<file path="config.mk">
export PLATFORM = sky130hd
export DESIGN_NAME = bignum_digit_alu
export DESIGN_NICKNAME = d
export VERILOG_FILES = /design/src/design/bda_pkg.sv /design/src/design/bda_datapath.sv /design/src/design/bda_ctrl.sv /design/src/design/bignum_digit_alu.sv
export SDC_FILE = /design/constraint.sdc
export NUM_CORES = 2
export LEC_CHECK = 0
export ABC_AREA = 1
export BUFFER_PORTS_ARGS = -buffer_cell sky130_fd_sc_hd__clkbuf_2
export CAP_MARGIN = 10
export CORE_MARGIN = 2
export CORE_UTILIZATION = 51
export CTS_BUF_LIST = sky130_fd_sc_hd__clkbuf_16
export CTS_CLUSTER_SIZE = 24
export DETAILED_ROUTE_END_ITERATION = 7
export HOLD_SLACK_MARGIN = 0.08
export PLACE_DENSITY = 0.8
export SETUP_SLACK_MARGIN = 0.15
export SLEW_MARGIN = 15
export SYNTH_ARGS = -nofsm -noshare
export SYNTH_HDL_FRONTEND = slang
export SYNTH_SLANG_ARGS = --single-unit
</file>
<file path="constraint.sdc">
create_clock -name clk -period 20.1 [get_ports clk]
set_clock_uncertainty 0.15 [all_clocks]
set_input_delay 4.02 -clock clk [delete_from_list [all_inputs] [get_ports clk]]
set_output_delay 4.02 -clock clk [all_outputs]
set_load 0.01 [all_outputs]
</file>
<file path="src/design/bda_pkg.sv">
`timescale 1ns / 1ps
package bda_pkg;

  // Operation codes
  localparam logic [2:0] MODE_MUL = 3'd0;
  localparam logic [2:0] MODE_MAC = 3'd1;
  localparam logic [2:0] MODE_ADC = 3'd2;
  localparam logic [2:0] MODE_DIV = 3'd3;
  localparam logic [2:0] MODE_QFIX = 3'd4;

  typedef struct packed {
    logic [2:0]  mode;
    logic [31:0] operand_a;
    logic [31:0] operand_b;
    logic [31:0] operand_c;
    logic [31:0] operand_d;
    logic [31:0] operand_e;
    logic [31:0] operand_f;
  } in_item_t;

  typedef struct packed {
    logic [31:0] result_high;
    logic [31:0] result_low;
    logic        overflow;
  } out_item_t;

  // Controller to datapath
  typedef struct packed {
    logic load;
    logic mul;
    logic mac;
    logic div;
    logic out_load;
  } bda_cmd_t;

  // Datapath to controller
  typedef struct packed {
    logic div_done;
  } bda_sts_t;

endpackage

</file>
<file path="src/design/bda_datapath.sv">
`timescale 1ns / 1ps
module bda_datapath import bda_pkg::*; #(
  parameter int WORD_BITS = 32
) (
  input  logic      clk,
  input  in_item_t  in_data,
  input  bda_cmd_t  cmd,
  output bda_sts_t  sts,
  output out_item_t out_data
);

  localparam int W  = WORD_BITS;
  localparam int CW = $clog2(3 * W + 1);

  logic [2:0]       mode_r;
  logic [W-1:0]     a_r, b_r, c_r, d_r;
  logic [2*W-1:0]   prod_r;
  logic [3*W-1:0]   shreg_r;
  logic [2*W-1:0]   rem_r;
  logic [2*W-1:0]   dvs_r;
  logic [CW-1:0]    cnt_r;
  out_item_t        out_r;

  logic [W-1:0]     in_a, in_b, in_c, in_d, in_e, in_f;
  logic [2*W:0]     trial;
  logic             ge;
  logic [W+1:0]     sum;
  logic [W-1:0]     q_fix;
  out_item_t        res;

  assign in_a = in_data.operand_a[W-1:0];
  assign in_b = in_data.operand_b[W-1:0];
  assign in_c = in_data.operand_c[W-1:0];
  assign in_d = in_data.operand_d[W-1:0];
  assign in_e = in_data.operand_e[W-1:0];
  assign in_f = in_data.operand_f[W-1:0];

  // Restoring divide: one dividend bit per step
  assign trial = {rem_r, shreg_r[3*W-1]};
  assign ge    = trial >= {1'b0, dvs_r};

  assign sts.div_done = (cnt_r == '0);

  // Load operands, then multiply, accumulate or divide on command, and register the result
  always_ff @(posedge clk) begin
    if (cmd.load) begin
      mode_r <= in_data.mode;
      a_r    <= in_a;
      b_r    <= in_b;
      c_r    <= in_c;
      d_r    <= in_d;
      if (in_data.mode == MODE_QFIX) begin
        rem_r   <= '0;
        shreg_r <= {in_d, in_e, in_f};
        dvs_r   <= {in_b, in_c};
        cnt_r   <= CW'(3 * W);
      end else begin
        rem_r   <= {{W{1'b0}}, in_a};
        shreg_r <= {in_b, {(2 * W){1'b0}}};
        dvs_r   <= {{W{1'b0}}, in_c};
        cnt_r   <= CW'(W);
      end
    end
    if (cmd.mul) begin
      prod_r <= a_r * b_r;
    end
    // Add carry and accumulator words only for multiply-accumulate
    if (cmd.mac && (mode_r == MODE_MAC)) begin
      prod_r <= prod_r + (2 * W)'(c_r) + (2 * W)'(d_r);
    end
    if (cmd.div) begin
      if (ge) begin
        rem_r <= trial[2*W-1:0] - dvs_r;
      end else begin
        rem_r <= trial[2*W-1:0];
      end
      shreg_r <= {shreg_r[3*W-2:0], ge};
      cnt_r   <= cnt_r - 1'b1;
    end
    if (cmd.out_load) begin
      out_r <= res;
    end
  end

  assign sum = (W + 2)'(a_r) + (W + 2)'(b_r) + (W + 2)'(c_r);

  // Clamp the full quotient to the given digit
  assign q_fix = ((|shreg_r[3*W-1:W]) || (shreg_r[W-1:0] > a_r)) ? a_r : shreg_r[W-1:0];

  // Select the result word pair for the mode
  always_comb begin
    res = '0;
    case (mode_r)
      MODE_MUL, MODE_MAC: begin
        res.result_high = 32'(prod_r[2*W-1:W]);
        res.result_low  = 32'(prod_r[W-1:0]);
      end
      MODE_ADC: begin
        res.result_high = 32'(sum[W+1:W]);
        res.result_low  = 32'(sum[W-1:0]);
      end
      MODE_DIV: begin
        if (a_r >= c_r) begin
          res.result_low = 32'({W{1'b1}});
          res.overflow   = 1'b1;
        end else begin
          res.result_high = 32'(rem_r[W-1:0]);
          res.result_low  = 32'(shreg_r[W-1:0]);
        end
      end
      MODE_QFIX: begin
        res.result_low = 32'(q_fix);
      end
      default: begin
        res = '0;
      end
    endcase
  end

  assign out_data = out_r;

endmodule

</file>
<file path="src/design/bda_ctrl.sv">
`timescale 1ns / 1ps
module bda_ctrl import bda_pkg::*; (
  input  logic     clk,
  input  logic     rst_n,
  input  logic     in_valid,
  input  logic [2:0] in_mode,
  output logic     in_stall,
  output logic     out_valid,
  input  logic     out_stall,
  input  bda_sts_t sts,
  output bda_cmd_t cmd
);

  localparam logic [2:0] ST_IDLE = 3'd0;
  localparam logic [2:0] ST_MUL  = 3'd1;
  localparam logic [2:0] ST_MAC  = 3'd2;
  localparam logic [2:0] ST_DIV  = 3'd3;
  localparam logic [2:0] ST_FIN  = 3'd4;

  logic [2:0] state_r, state_nxt;
  logic       out_valid_r, out_valid_nxt;

  assign in_stall  = (state_r != ST_IDLE);
  assign out_valid = out_valid_r;

  // Sequence one transaction through the datapath
  always_comb begin
    state_nxt = state_r;
    cmd       = '0;
    case (state_r)
      ST_IDLE: begin
        if (in_valid) begin
          cmd.load = 1'b1;
          case (in_mode)
            MODE_MUL, MODE_MAC: state_nxt = ST_MUL;
            MODE_DIV, MODE_QFIX: state_nxt = ST_DIV;
            default: state_nxt = ST_FIN;
          endcase
        end
      end
      ST_MUL: begin
        cmd.mul   = 1'b1;
        state_nxt = ST_MAC;
      end
      ST_MAC: begin
        cmd.mac   = 1'b1;
        state_nxt = ST_FIN;
      end
      ST_DIV: begin
        if (sts.div_done) begin
          state_nxt = ST_FIN;
        end else begin
          cmd.div = 1'b1;
        end
      end
      ST_FIN: begin
        if (!out_valid_r || !out_stall) begin
          cmd.out_load = 1'b1;
          state_nxt    = ST_IDLE;
        end
      end
      default: begin
        state_nxt = ST_IDLE;
      end
    endcase
  end

  // Hold the result until taken
  always_comb begin
    out_valid_nxt = out_valid_r;
    if (out_valid_r && !out_stall) begin
      out_valid_nxt = 1'b0;
    end
    if (cmd.out_load) begin
      out_valid_nxt = 1'b1;
    end
  end

  always_ff @(posedge clk) begin
    if (!rst_n) begin
      state_r     <= ST_IDLE;
      out_valid_r <= 1'b0;
    end else begin
      state_r     <= state_nxt;
      out_valid_r <= out_valid_nxt;
    end
  end

endmodule

</file>
<file path="src/design/bignum_digit_alu.sv">
`timescale 1ns / 1ps
// Channel | Direction | Handshake         | Payload
// in_     | input     | in_valid/in_stall | in_item_t (mode, operand_a..f)
// out_    | output    | out_valid/out_stall | out_item_t (result_high/low, overflow)
//
// Add-with-carry and unused modes go straight to the finish state; multiply and
// multiply-accumulate pass the multiply and accumulate states; divide and quotient
// digit correction share the restoring divider, which retires one dividend bit a cycle.
// Reset (rst_n low, synchronous) returns the controller to idle, output empty.
// A finished result waits in the output register while the next transaction
// is taken; the block stalls the input from acceptance until its result is loaded.
module bignum_digit_alu import bda_pkg::*; #(
  parameter int WORD_BITS = 32
) (
  input  logic      clk,
  input  logic      rst_n,
  input  logic      in_valid,
  output logic      in_stall,
  input  in_item_t  in_data,
  output logic      out_valid,
  input  logic      out_stall,
  output out_item_t out_data
);

  bda_cmd_t cmd;
  bda_sts_t sts;

  bda_ctrl u_ctrl (
    .clk       (clk),
    .rst_n     (rst_n),
    .in_valid  (in_valid),
    .in_mode   (in_data.mode),
    .in_stall  (in_stall),
    .out_valid (out_valid),
    .out_stall (out_stall),
    .sts       (sts),
    .cmd       (cmd)
  );

  bda_datapath #(
    .WORD_BITS (WORD_BITS)
  ) u_datapath (
    .clk      (clk),
    .in_data  (in_data),
    .cmd      (cmd),
    .sts      (sts),
    .out_data (out_data)
  );

endmodule

</file>
# == Yosys cells after proc, flatten, opt, wreduce, memory -nomap -nowiden ==
# Index checks and enable logic that the tools add are counted.
# word_totals
reg_bits,495
inputBits,199
out_inout_bits,67
word_cells,92
# op_classes
n_addsub,6
n_mul,1
n_lt_le_gt_ge,3
eq_ne,14
mux,33
n_reduce_logical,19
# op_table
op,count
64-bit two-way mux,5
96-bit two-way mux,3
64-bit by 32-bit adder with 64-bit output,2
32-bit two-way mux,4
32-bit case mux with 4 select lines,1
32-bit case mux with 3 select lines,1
65-bit by 64-bit greater-or-equal comparator with 1-bit output,1
32-bit by 32-bit multiplier with 64-bit output,1
64-bit OR reduction,1
64-bit subtractor,1
34-bit by 32-bit adder with 34-bit output,1
32-bit by 32-bit adder with 33-bit output,1
32-bit greater-or-equal comparator,1
32-bit greater-than comparator,1
7-bit two-way mux,3
"3-bit by 2-bit equality test with 1-bit output, second input constant",5
3-bit case mux with 5 select lines,1
1-bit two-way mux,11
"3-bit by 1-bit equality test with 1-bit output, second input constant",3
"3-bit equality test, second input constant",3
3-bit logical NOT,3
3-bit two-way mux,3
7-bit logical NOT,1
"7-bit by 1-bit subtractor with 7-bit output, second input constant",1
10 further kinds,18

# == Depth between registers and ports, before layout ==
# depth
word_depth,5
mapped_depth,31
ltp_nobuf,30

# == By module ==
# A second synthesis with hierarchy kept.
# hier_totals
cells_unflattened,9212
area_unflattened_um2,69610.5
# modules_own_cells
mod,instances,cells_per_inst,area_per_inst_um2,seq_area_each_um2
bda_datapath,1,9163,69325.2,13783.2
bda_ctrl,1,49,285.3,80.1

# == Worst setup path after synthesis ==
# Ideal clock, no wire load.
# synth_path
path_kind,in2reg
startpoint,input in_valid
endpoint,register u_datapath.cnt_r[0] (enable)
setup_time_ns,0.925
arrival_time_ns,15.715
required_ns,19.025
path_slack_ns,3.310
stages,2
n_path_buf,0
cell_sequence,inv_1 > o21ai_0
# synth_via
elab_chain_cells,3
# synth_lines
item,line_no,text
from (decl),bignum_digit_alu.sv:17,"input logic in_valid,"
1-bit two-way mux,bda_ctrl.sv:32,if (in_valid) begin
1-bit two-way mux,bda_ctrl.sv:30,case (state_r)
2-bit nonzero test (no source line),n/a,
to (signal assigned),bda_datapath.sv:56,cnt_r <= CW'(3 * W);
to (signal assigned),bda_datapath.sv:61,cnt_r <= CW'(W);
to (signal assigned),bda_datapath.sv:78,cnt_r <= cnt_r - 1'b1;
to (decl),bda_datapath.sv:21,logic [CW-1:0] cnt_r;
# Every way passes these cells.
# A chain may end at the register's enable or synchronous reset.

# == Final worst setup path ==
# layout_path
startpoint,register u_datapath.a_r[14]
endpoint,"register u_datapath.prod_r[48], data pin"
# layout_via
elab_chain_cells,3
# layout_lines
item,line_no,text
from (decl),bda_datapath.sv:16,"logic [W-1:0] a_r, b_r, c_r, d_r;"
from (signal assigned),bda_datapath.sv:48,a_r <= in_a;
32-bit by 32-bit multiplier with 64-bit output,bda_datapath.sv:65,prod_r <= a_r * b_r;
64-bit two-way mux,bda_datapath.sv:64,if (cmd.mul) begin
64-bit two-way mux,bda_datapath.sv:68,if (cmd.mac && (mode_r == MODE_MAC)) begin
to (signal assigned),bda_datapath.sv:65,
to (signal assigned),bda_datapath.sv:69,prod_r <= prod_r + (2 * W)'(c_r) + (2 * W)'(d_r);
to (decl),bda_datapath.sv:17,logic [2*W-1:0] prod_r;
# Every way passes these cells. The select of a mux whose other input is x is not followed.

==> results.sh <==
export IMPL_synthToLayoutAreaGrowth_pct=7.32
export IMPL_finalCritPeriodShare_pct=42.5
export IMPL_synth_seq_cells=463
export IMPL_die_width_um=375
export IMPL_cp_start_kind="register"
export IMPL_yosys_area_top_type="fa_1"
export IMPL_synth_warnings=0
export IMPL_syn_inst=9498
export IMPL_vias_per_cell=5.78
export IMPL_setup_tns_ns=0
export IMPL_worst_slew_pin_slew_ns=1.20
export IMPL_synth_top_cells_by_count="2679 x nand2_1, 2336 x inv_1, 932 x fa_1"
export IMPL_slowest_delay_ns=0.63
export IMPL_core_mm2=0.137
export IMPL_synth_area_mm2=0.0703
export IMPL_synth_cell_type_count=49
export IMPL_arrival_ns=8.85
export IMPL_core_rowCount=136
export IMPL_hold_path_class="reg -> reg"
export IMPL_path_max_fanout=31
export IMPL_synth_top_area_share_pct=26.5
export IMPL_initial_core_util_pct=51.2
export IMPL_numCtsBuffers=55
export IMPL_grt_pass1_wl_mm=442
export IMPL_firstDrtPassIters=7
export IMPL_hold_end="u_ctrl.out_valid"
export IMPL_insertion_delay_ns=0.72
export IMPL_io_pins=266
export IMPL_wl_per_cell_um=27.0
export IMPL_ys_seq_area_share_pct=19.7
export IMPL_worst_slack_ns=11.56
export IMPL_cts_resized=0
export IMPL_clock_sink_count=463
export IMPL_r2r_slack_ns=11.56
export IMPL_cts_tree="yes"
export IMPL_setup_violations=0
export IMPL_ant_nets=0
export IMPL_hpwlAfterDp_mm=248
export IMPL_fmax_mhz=117
export IMPL_dpl_worst_slack_ns=11.77
export IMPL_via_count=66177
export IMPL_port_buffer_count=265
export IMPL_totalWireLength_mm=309
export IMPL_hold_start="u_ctrl.out_valid"
export IMPL_synth_area_top_cells="fa_1 27%, edfxtp_1 20%, nand2_1 14%"
export IMPL_cp_top_family="adder cells"
export IMPL_yosysMostFrequentCell="nand2_1"
export IMPL_clockRootBuffer="clkbuf_16"
export IMPL_max_slew_margin_rel_pct=18.9
export IMPL_gp_congestion=1.04
export IMPL_ctsLongestPathBuffers=3
export IMPL_synth_edf_count=459
export IMPL_grt_max_degree=72
export IMPL_post_cts_setup_buffers=0
export IMPL_synth_fp_nets=11118
export IMPL_drtIter0Drc=9034
export IMPL_crit_top_cell="fa_1"
export IMPL_rsz0062_at_grt="false"
export IMPL_cts_hold_fix_buffers=0
export IMPL_final_nets=11230
export IMPL_cts_clk_slew_worst_paths_ns=0.07
export IMPL_r2r_start="u_datapath.a_r[14]"
export IMPL_dieArea_mm2=0.141
export IMPL_ys_flop_type="edfxtp_1"
export IMPL_die_height_um=375
export IMPL_synthArstFlopShare_pct=0
export IMPL_status="complete, no violations"
export IMPL_htree_levels=2
export IMPL_hold_depth=2
export IMPL_final_layout_size_suffix_gt1_share_pct=5.22
export IMPL_hold_viol_final=0
export IMPL_track_usage_pct=43.7
export IMPL_crit_type="reg -> reg"
export IMPL_crit_slowest_cell="edfxtp_1"
export IMPL_cp_end_kind="register"
export IMPL_r2r_end="u_datapath.prod_r[48]"
export IMPL_cp_data_required_time_ns=20.41
export IMPL_critical_path_buf_inv_count=6
export IMPL_max_cap_violations=0
export IMPL_grt_overflow_total=0
export IMPL_holdWs_ns=0.338
export IMPL_antenna_found_initial=21
export IMPL_slew_violations=0
export IMPL_fin_crit_ns=8.54
export IMPL_drc=0
export IMPL_synth_area_per_cell_um2=7.40
export IMPL_rr_worst_depth=25
export IMPL_grt_pass1_vias=66150
tightest hold or removal path: cells and delay by family, from the launching register on:
family             cells  cell delay (ns)
DFF                    1             0.31
and+or+nand+nor        1             0.07
AOI/OAI and AO/OA      1             0.07
flip-flops by register name, summed over array words and instances, names as in the netlist:
name,count
u_datapath.a_r,32
u_datapath.out_data,65
u_ctrl.state_r,3
u_datapath.rem_r,64
u_datapath.cnt_r,7
u_datapath.prod_r,64
u_datapath.dvs_r,64
u_datapath.d_r,32
u_datapath.b_r,32
u_datapath.shreg_r,96
u_ctrl.out_valid,1
u_datapath.mode_r,3
through the flow:
stage / util, % / cell area (um2) / instances
after global placement: 53.5 / 73400 / 11347
final: 55.0 / 75400 / 11456
after floorplan: - / 70300 / 9498
after CTS: 55.0 / 75400 / 11449
after global routing: 55.0 / 75400 / 11449
after detailed placement: 53.5 / 73400 / 11347
final cells by class:
| type | count | area [um2] |
|---|---|---|
| Sequential cell | 463 | 13900 |
| Clock buffer | 55 | 1380 |
| Antenna cell | 7 | 17.5 |
| Fill cell | 12801 | 61700 |
| Inverter | 2345 | 8810 |
| Multi-Input combinational cell | 6385 | 46500 |
| Tap cell | 1794 | 2240 |
| Clock inverter | 47 | 633 |
| Timing Repair Buffer | 360 | 2040 |
routing by layer:
metal,track usage (%),vias up,routed length (um)
li1,-,28932,-
met1,56.3,31779,114000
met2,65.0,4447,130000
met3,9.86,1013,36700
met4,31.0,6,27600
met5,0,-,39
worst max path at each step:
stage / start / endpoint / slack [ns] / cells after the start
final: u_datapath.a_r[14] / u_datapath.prod_r[48] / 11.56 / 25
after detailed placement: u_datapath.a_r[14] / u_datapath.prod_r[48] / 11.77 / 25
after floorplan: in_valid / u_datapath.cnt_r[0] / 3.31 / 2
after CTS: u_datapath.a_r[14] / u_datapath.prod_r[48] / 11.78 / 25
after global placement: u_datapath.a_r[14] / u_datapath.prod_r[48] / 11.76 / 25
after global routing: u_datapath.a_r[14] / u_datapath.prod_r[48] / 11.37 / 25
cell usage in the layout (no fill, tap or decap), drive strengths merged, types with 28 or more instances in the layout:
cell type and count:
a21oi 355, a31oi 36, buf 95, clkbuf 320, edfxtp 459, fa 932
ha 489, inv 2347, nand2 2681, nand3 557, nand4 69, nor2 626
nor3 63, nor4 30, o21ai 322, o21bai 28, xnor2 52, xor2 37
cell families after synthesis:
| logic type | share of synthesized area (%) |
|---|---|
| AO/OA/AOI/OAI | 6.02 |
| XOR/XNOR | 1.11 |
| adder cells (fa/ha/maj) | 35.3 |
| buffers and inverters | 14.3 |
| flip-flops | 19.7 |
| AND/OR/NAND/NOR | 23.6 |
Power is left out: the tool's default activity adds up to more than one toggle a clock period on the data nets, which glitch-free logic cannot reach.
